<file path="config.mk">
export PLATFORM = sky130hd
export DESIGN_NAME = bjet_ctrl
export DESIGN_NICKNAME = d
export VERILOG_FILES = /design/src/rtl/core/bjet_pkg.sv /design/src/rtl/core/bjet_ctrl.sv
export VERILOG_INCLUDE_DIRS = /design/src /design/src/rtl/core
export SDC_FILE = /design/constraint.sdc
export NUM_CORES = 1
export LEC_CHECK = 0
export ABC_CLOCK_PERIOD_IN_PS = 1400
export BUFFER_PORTS_ARGS = -buffer_cell sky130_fd_sc_hd__buf_2
export CAP_MARGIN = 40
export CORE_AREA = 5 5 42 44
export CTS_BUF_LIST = sky130_fd_sc_hd__clkbuf_8
export CTS_CLUSTER_DIAMETER = 100
export DETAILED_ROUTE_END_ITERATION = 10
export DIE_AREA = 0 0 47 49
export SKIP_LAST_GASP = 1
export SYNTH_ARGS = -nofsm -noshare
export SYNTH_HDL_FRONTEND = slang
export SYNTH_SLANG_ARGS = --single-unit
</file>
<file path="constraint.sdc">
create_clock -name clk_i -period 1.4 [get_ports clk_i]
set_clock_uncertainty 0.2 [all_clocks]
set_input_delay 0.21 -clock clk_i [delete_from_list [all_inputs] [get_ports clk_i]]
set_output_delay 0.21 -clock clk_i [all_outputs]
set_load 0.01 [all_outputs]
</file>
<file path="src/rtl/core/biquadratic_julia_escape_time_unit_macros.svh">
// assertion helpers shared by the escape-time unit
// all macros sample on clk_i and are disabled while rst_ni is low
`ifndef BIQUADRATIC_JULIA_ESCAPE_TIME_UNIT_MACROS_SVH
`define BIQUADRATIC_JULIA_ESCAPE_TIME_UNIT_MACROS_SVH

// same-cycle implication
`define BJET_ASSERT_SAME(lbl, ant, cons, msg) \
  lbl: assert property (@(posedge clk_i) disable iff (!rst_ni) (ant) |-> (cons)) \
    else $error(msg);

// next-cycle implication
`define BJET_ASSERT_NEXT(lbl, ant, cons, msg) \
  lbl: assert property (@(posedge clk_i) disable iff (!rst_ni) (ant) |=> (cons)) \
    else $error(msg);

`endif

</file>
<file path="src/rtl/core/bjet_pkg.sv">
package bjet_pkg;

  // field and register widths
  localparam int unsigned CoordW = 32;
  localparam int unsigned IterW  = 12;
  localparam int unsigned ResW   = 16;
  localparam int unsigned ProdW  = 2 * CoordW;
  localparam int unsigned KW     = CoordW + 2;
  localparam int unsigned CfgAddrW = 3;

  // escape radius squared, result scale and doubling factor
  localparam int unsigned EscRadiusSq = 10;
  localparam int unsigned EscScale    = 5;
  localparam int unsigned CrossScale  = 2;

  localparam logic [IterW-1:0] MaxIterReset = IterW'(100);

  // configuration register indexes
  localparam logic [CfgAddrW-1:0] CFG_D_REAL   = 3'd0;
  localparam logic [CfgAddrW-1:0] CFG_D_IMAG   = 3'd1;
  localparam logic [CfgAddrW-1:0] CFG_C_REAL   = 3'd2;
  localparam logic [CfgAddrW-1:0] CFG_C_IMAG   = 3'd3;
  localparam logic [CfgAddrW-1:0] CFG_MAX_ITER = 3'd4;

  typedef enum logic [2:0] {
    ST_IDLE,
    ST_MUL_A,
    ST_STEP_A,
    ST_MUL_B,
    ST_STEP_B,
    ST_FIN
  } state_e;

  // controller to datapath
  typedef struct packed {
    logic load;
    logic mul;
    logic step_a;
    logic step_b;
    logic push;
  } cmd_t;

  // datapath to controller
  typedef struct packed {
    logic lim;
    logic esc;
    logic out_busy;
  } sts_t;

endpackage

</file>
<file path="src/rtl/core/bjet_ctrl.sv">
module bjet_ctrl (
  input  logic            clk_i,
  input  logic            rst_ni,
  input  logic            in_valid_i,
  output logic            in_ready_o,
  input  bjet_pkg::sts_t  sts_i,
  output bjet_pkg::cmd_t  cmd_o
);
  import bjet_pkg::*;

  state_e state_q, state_d;

  // state register
  always_ff @(posedge clk_i or negedge rst_ni) begin
    if (!rst_ni) begin
      state_q <= ST_IDLE;
    end else begin
      state_q <= state_d;
    end
  end

  // next state
  always_comb begin
    state_d = state_q;
    case (state_q)
      ST_IDLE: begin
        if (in_valid_i) state_d = ST_MUL_A;
      end
      ST_MUL_A: begin
        state_d = sts_i.lim ? ST_FIN : ST_STEP_A;
      end
      ST_STEP_A: begin
        state_d = sts_i.esc ? ST_FIN : ST_MUL_B;
      end
      ST_MUL_B: begin
        state_d = ST_STEP_B;
      end
      ST_STEP_B: begin
        state_d = ST_MUL_A;
      end
      ST_FIN: begin
        if (!sts_i.out_busy) state_d = ST_IDLE;
      end
      default: begin
        state_d = ST_IDLE;
      end
    endcase
  end

  // commands
  always_comb begin
    in_ready_o   = 1'b0;
    cmd_o        = '0;
    case (state_q)
      ST_IDLE: begin
        in_ready_o = 1'b1;
        cmd_o.load = in_valid_i;
      end
      ST_MUL_A, ST_MUL_B: begin
        cmd_o.mul = 1'b1;
      end
      ST_STEP_A: begin
        cmd_o.step_a = !sts_i.esc;
      end
      ST_STEP_B: begin
        cmd_o.step_b = 1'b1;
      end
      ST_FIN: begin
        cmd_o.push = !sts_i.out_busy;
      end
      default: begin
        in_ready_o = 1'b0;
      end
    endcase
  end

  `include "biquadratic_julia_escape_time_unit_macros.svh"

  `BJET_ASSERT_NEXT(a_accept_starts, in_valid_i && in_ready_o, state_q == ST_MUL_A, "accept did not start iteration")
  `BJET_ASSERT_SAME(a_step_b_order, state_q == ST_STEP_B, $past(state_q) == ST_MUL_B, "second half-step without products")
  `BJET_ASSERT_NEXT(a_fin_drains, state_q == ST_FIN && !sts_i.out_busy, state_q == ST_IDLE, "result not handed over")
  `BJET_ASSERT_NEXT(a_limit_ends, state_q == ST_MUL_A && sts_i.lim, state_q == ST_FIN, "step limit not honored")

endmodule

</file>
==> results by group <==
Run status
  – Status: complete, but fails checks
  – Failing checks: negative setup slack

Layout
  – Synth-to-layout area growth: 81.9%
  – Largest Register: state_q
  – Max FFs per register: 3
  – Final std cells w/o fill: between 50 and 60
  – Diode count: 0
  – Largest regs: state_q (3)
  – Nets@finish: 49
  – Layout cells sized above 1: 61.9%

Floorplanning
  – # rows: 14
  – Die area: approximately 2300 µm²
  – Core Area: 1400 µm²
  – Initial Util: roughly 16%
  – Chip width: 47 µm
  – # IOs: 12
  – Die height: 49 µm

Global route
  – Initial antenna violation count: 0
  – Gr usage total: 6.84%
  – Vias in the first global route: ~250
  – Largest net degree at the start of global routing: 9
  – Total congestion overflow: 0
  – Global-route wire length before repair: between 1000 and 1500 µm

Critical path
  – WP data arrival: 1.14 ns
  – Critical path fanouts, max: 8
  – Startpoint Class: flop
  – Crit-path cells: nor3_4 > and2_1 > buf_2
  – Worst path slowest cell: dfrtp_2
  – CP Capture Type: output port
  – CP Class: reg2out
  – Worst path required time: just under 1 ns
  – Critical Path Max Stage Delay: approximately 0.46 ns

Timing
  – Worst-Margin Slew: between 0.2 and 0.25 ns
  – Crit path time final: 1.55 ns
  – Setup TNS Final: -0.614 ns
  – Max_slew headroom: a little over four fifths
  – Unrepaired setup endpoints after global routing: true
  – Max Slew Vio Count: 0
  – Worst Slack Setup Final: -0.154 ns
  – Part of the cycle the worst path needs: 111%
  – Final Hold Viols: 0
  – Max frequency: 644 MHz
  – Final Setup Violations: 7

CTS
  – Num CTS Buffers: 3
  – Clock sinks: 3
  – Clock buffer depth: 2
  – H-tree depth: 1
  – Worst-path clk slew: about 0.030 ns
  – Clk root buf: clkbuf_8
  – CTS tree: yes
  – Later-pin clock latency in the skew report: 0.22 ns

Drt
  – Drt first pass iters: 1
  – Antenna Nets Post-Route: 0
  – Vias: 243
  – 1st-iter DRT viols: 0
  – Residual DRC count: 0
  – Drt wl/cell: ~11 µm
  – Vias per cell: 4.19
  – Routed WL: around 660 µm

Synthesis
  – Part of the Yosys area used for sequential elements: 33.0%
  – Syn Inst Count: 24
  – Post-synthesis cell area: about 230 µm²
  – Avg Synthesized Cell Area: roughly 9.5 µm²
  – Synth Warn #: 0
  – Yosys reg bits: 3
  – Netlist cell types: 20
  – Post-Synthesis Net Count: 30

Flow run
  – Max-cap viol count: 0

Power
  – Max IR drop VDD: about 0.64 mV
  – LEAKAGE: a little under 0.2 nW
  – Clock network power share: 26.0%
  – Pwr dens: 2280 nW/µm²
  – Reg power frac: 26.0%
  – Switch share: a little over a third
  – NetSw: around 0.34 mW
  – Combinational group share of total power: ~48%
  – Int Pwr: slightly above 0.6 mW

Placement
  – RD Place Congestion: between 0.7 and 0.8
  – Placed instance count: 49
  – Post-Place Worst Slack: roughly 0.011 ns
  – PortBufs: 11

Min path
  – Hold Crit Class: in2reg
stage by stage:
stage | power (mW) | hold slack (ns) | util (%) | area [µm²]
floorplan | 0.452 | -0.286 | - | 233
global placement | 0.514 | -0.195 | 20.8 | 292
detailed placement | 0.518 | -0.195 | 20.8 | 292
CTS | 0.858 | 0.0474 | 27.0 | 378
global route | 1.02 | 0.0799 | 29.6 | 414
finish | 0.944 | 0.0457 | 29.6 | 414
cell usage after synthesis:
| master | number | area share [%] |
|---|---|---|
| a21oi_1 | 1 | 2.2 |
| nor4bb_1 | 1 | 4.4 |
| nor3_1 | 1 | 2.2 |
| inv_1 | 2 | 3.3 |
| buf_6 | 1 | 4.9 |
| or2b_1 | 1 | 3.3 |
| a221oi_1 | 1 | 3.8 |
| nand3b_1 | 1 | 3.3 |
| nand4b_1 | 1 | 3.8 |
| o211ai_1 | 1 | 3.3 |
| nor2_1 | 1 | 1.6 |
| buf_4 | 1 | 3.3 |
| o21a_1 | 1 | 3.3 |
| mux2i_1 | 1 | 4.4 |
| nor4b_1 | 1 | 3.8 |
| buf_2 | 1 | 2.2 |
| or3b_1 | 2 | 7.7 |
| dfrtp_1 | 3 | 33 |
| and2_1 | 1 | 2.7 |
| nor3b_1 | 1 | 3.3 |
critical path: cells and delay by family (launching register included):
family                 cells  cell delay (ns)
DFF                        1             0.46
and+or+nand+nor            2             0.35
buffers and inverters      1             0.12
power groups by stage:
stage	logic [mW]	registers, mW	clock network, mW
6_report	0.453	0.245	0.246
5_1_grt	0.500	0.261	0.257
4_1_cts	0.379	0.229	0.250
3_5_place_dp	0.297	0.220	0
3_3_place_gp	0.297	0.217	0
2_1_floorplan	0.313	0.138	0
area by class of cell:
class,instances,area [µm²]
Clock buffer,3,41.3
Clock inverter,1,3.75
Multi-Input combinational cell,16,159
Fill cell,153,987
Timing Repair Buffer,17,104
Tap cell,16,20.0
Inverter,2,7.51
Sequential cell,3,78.8
cell families after synthesis:
logic type      synth area share, %
mux                            4.40
buf+inv                        13.7
compound gates                 12.6
simple gates                   36.3
flops                          33.0
routing by layer:
metal	up-vias	global-route usage (%)	wire length [µm]
met2	11	8.82	317
met4	0	6.91	0
met3	0	3.32	78
met1	109	7.51	267
met5	-	0	0
li1	123	-	-
worst paths after layout:
| kind | start | end | cells after the start | slack, ns |
|---|---|---|---|---|
| max | state_q[2] | cmd_o[4] | 3 | -0.15 |
| min | in_valid_i | state_q[0] | 3 | 0.05 |
| max reg2reg | state_q[0] | state_q[1] | 3 | -0.04 |
| min reg2reg | state_q[2] | state_q[1] | 1 | 0.36 |
| max in group asynchronous | rst_ni | state_q[1] | 2 | 0.75 |
| min in group asynchronous | rst_ni | state_q[0] | 2 | 0.13 |
placed cells by master (no fill, tap or decap), drive strengths merged:
cell	instances
nor3	1
dfrtp	3
nor4b	1
nor4bb	1
dlygate4sd3	1
or3b	2
and2	1
o21a	1
mux2i	1
nor3b	1
inv	3
clkbuf	5
nand4b	1
a21oi	1
o211ai	1
or2b	1
nand3b	1
nor2	1
a221oi	1
buf	14
repair_timing:
action | CTS | global route
hold endpoints to repair | 3 | 0
hold buffers | 1 | 0
resized for setup | 5 | 6
buffers inserted | 3 | 1
pin swaps | 2 | 2
setup endpoints to repair | 6 | 8
Power figures use the tool's default switching activity.
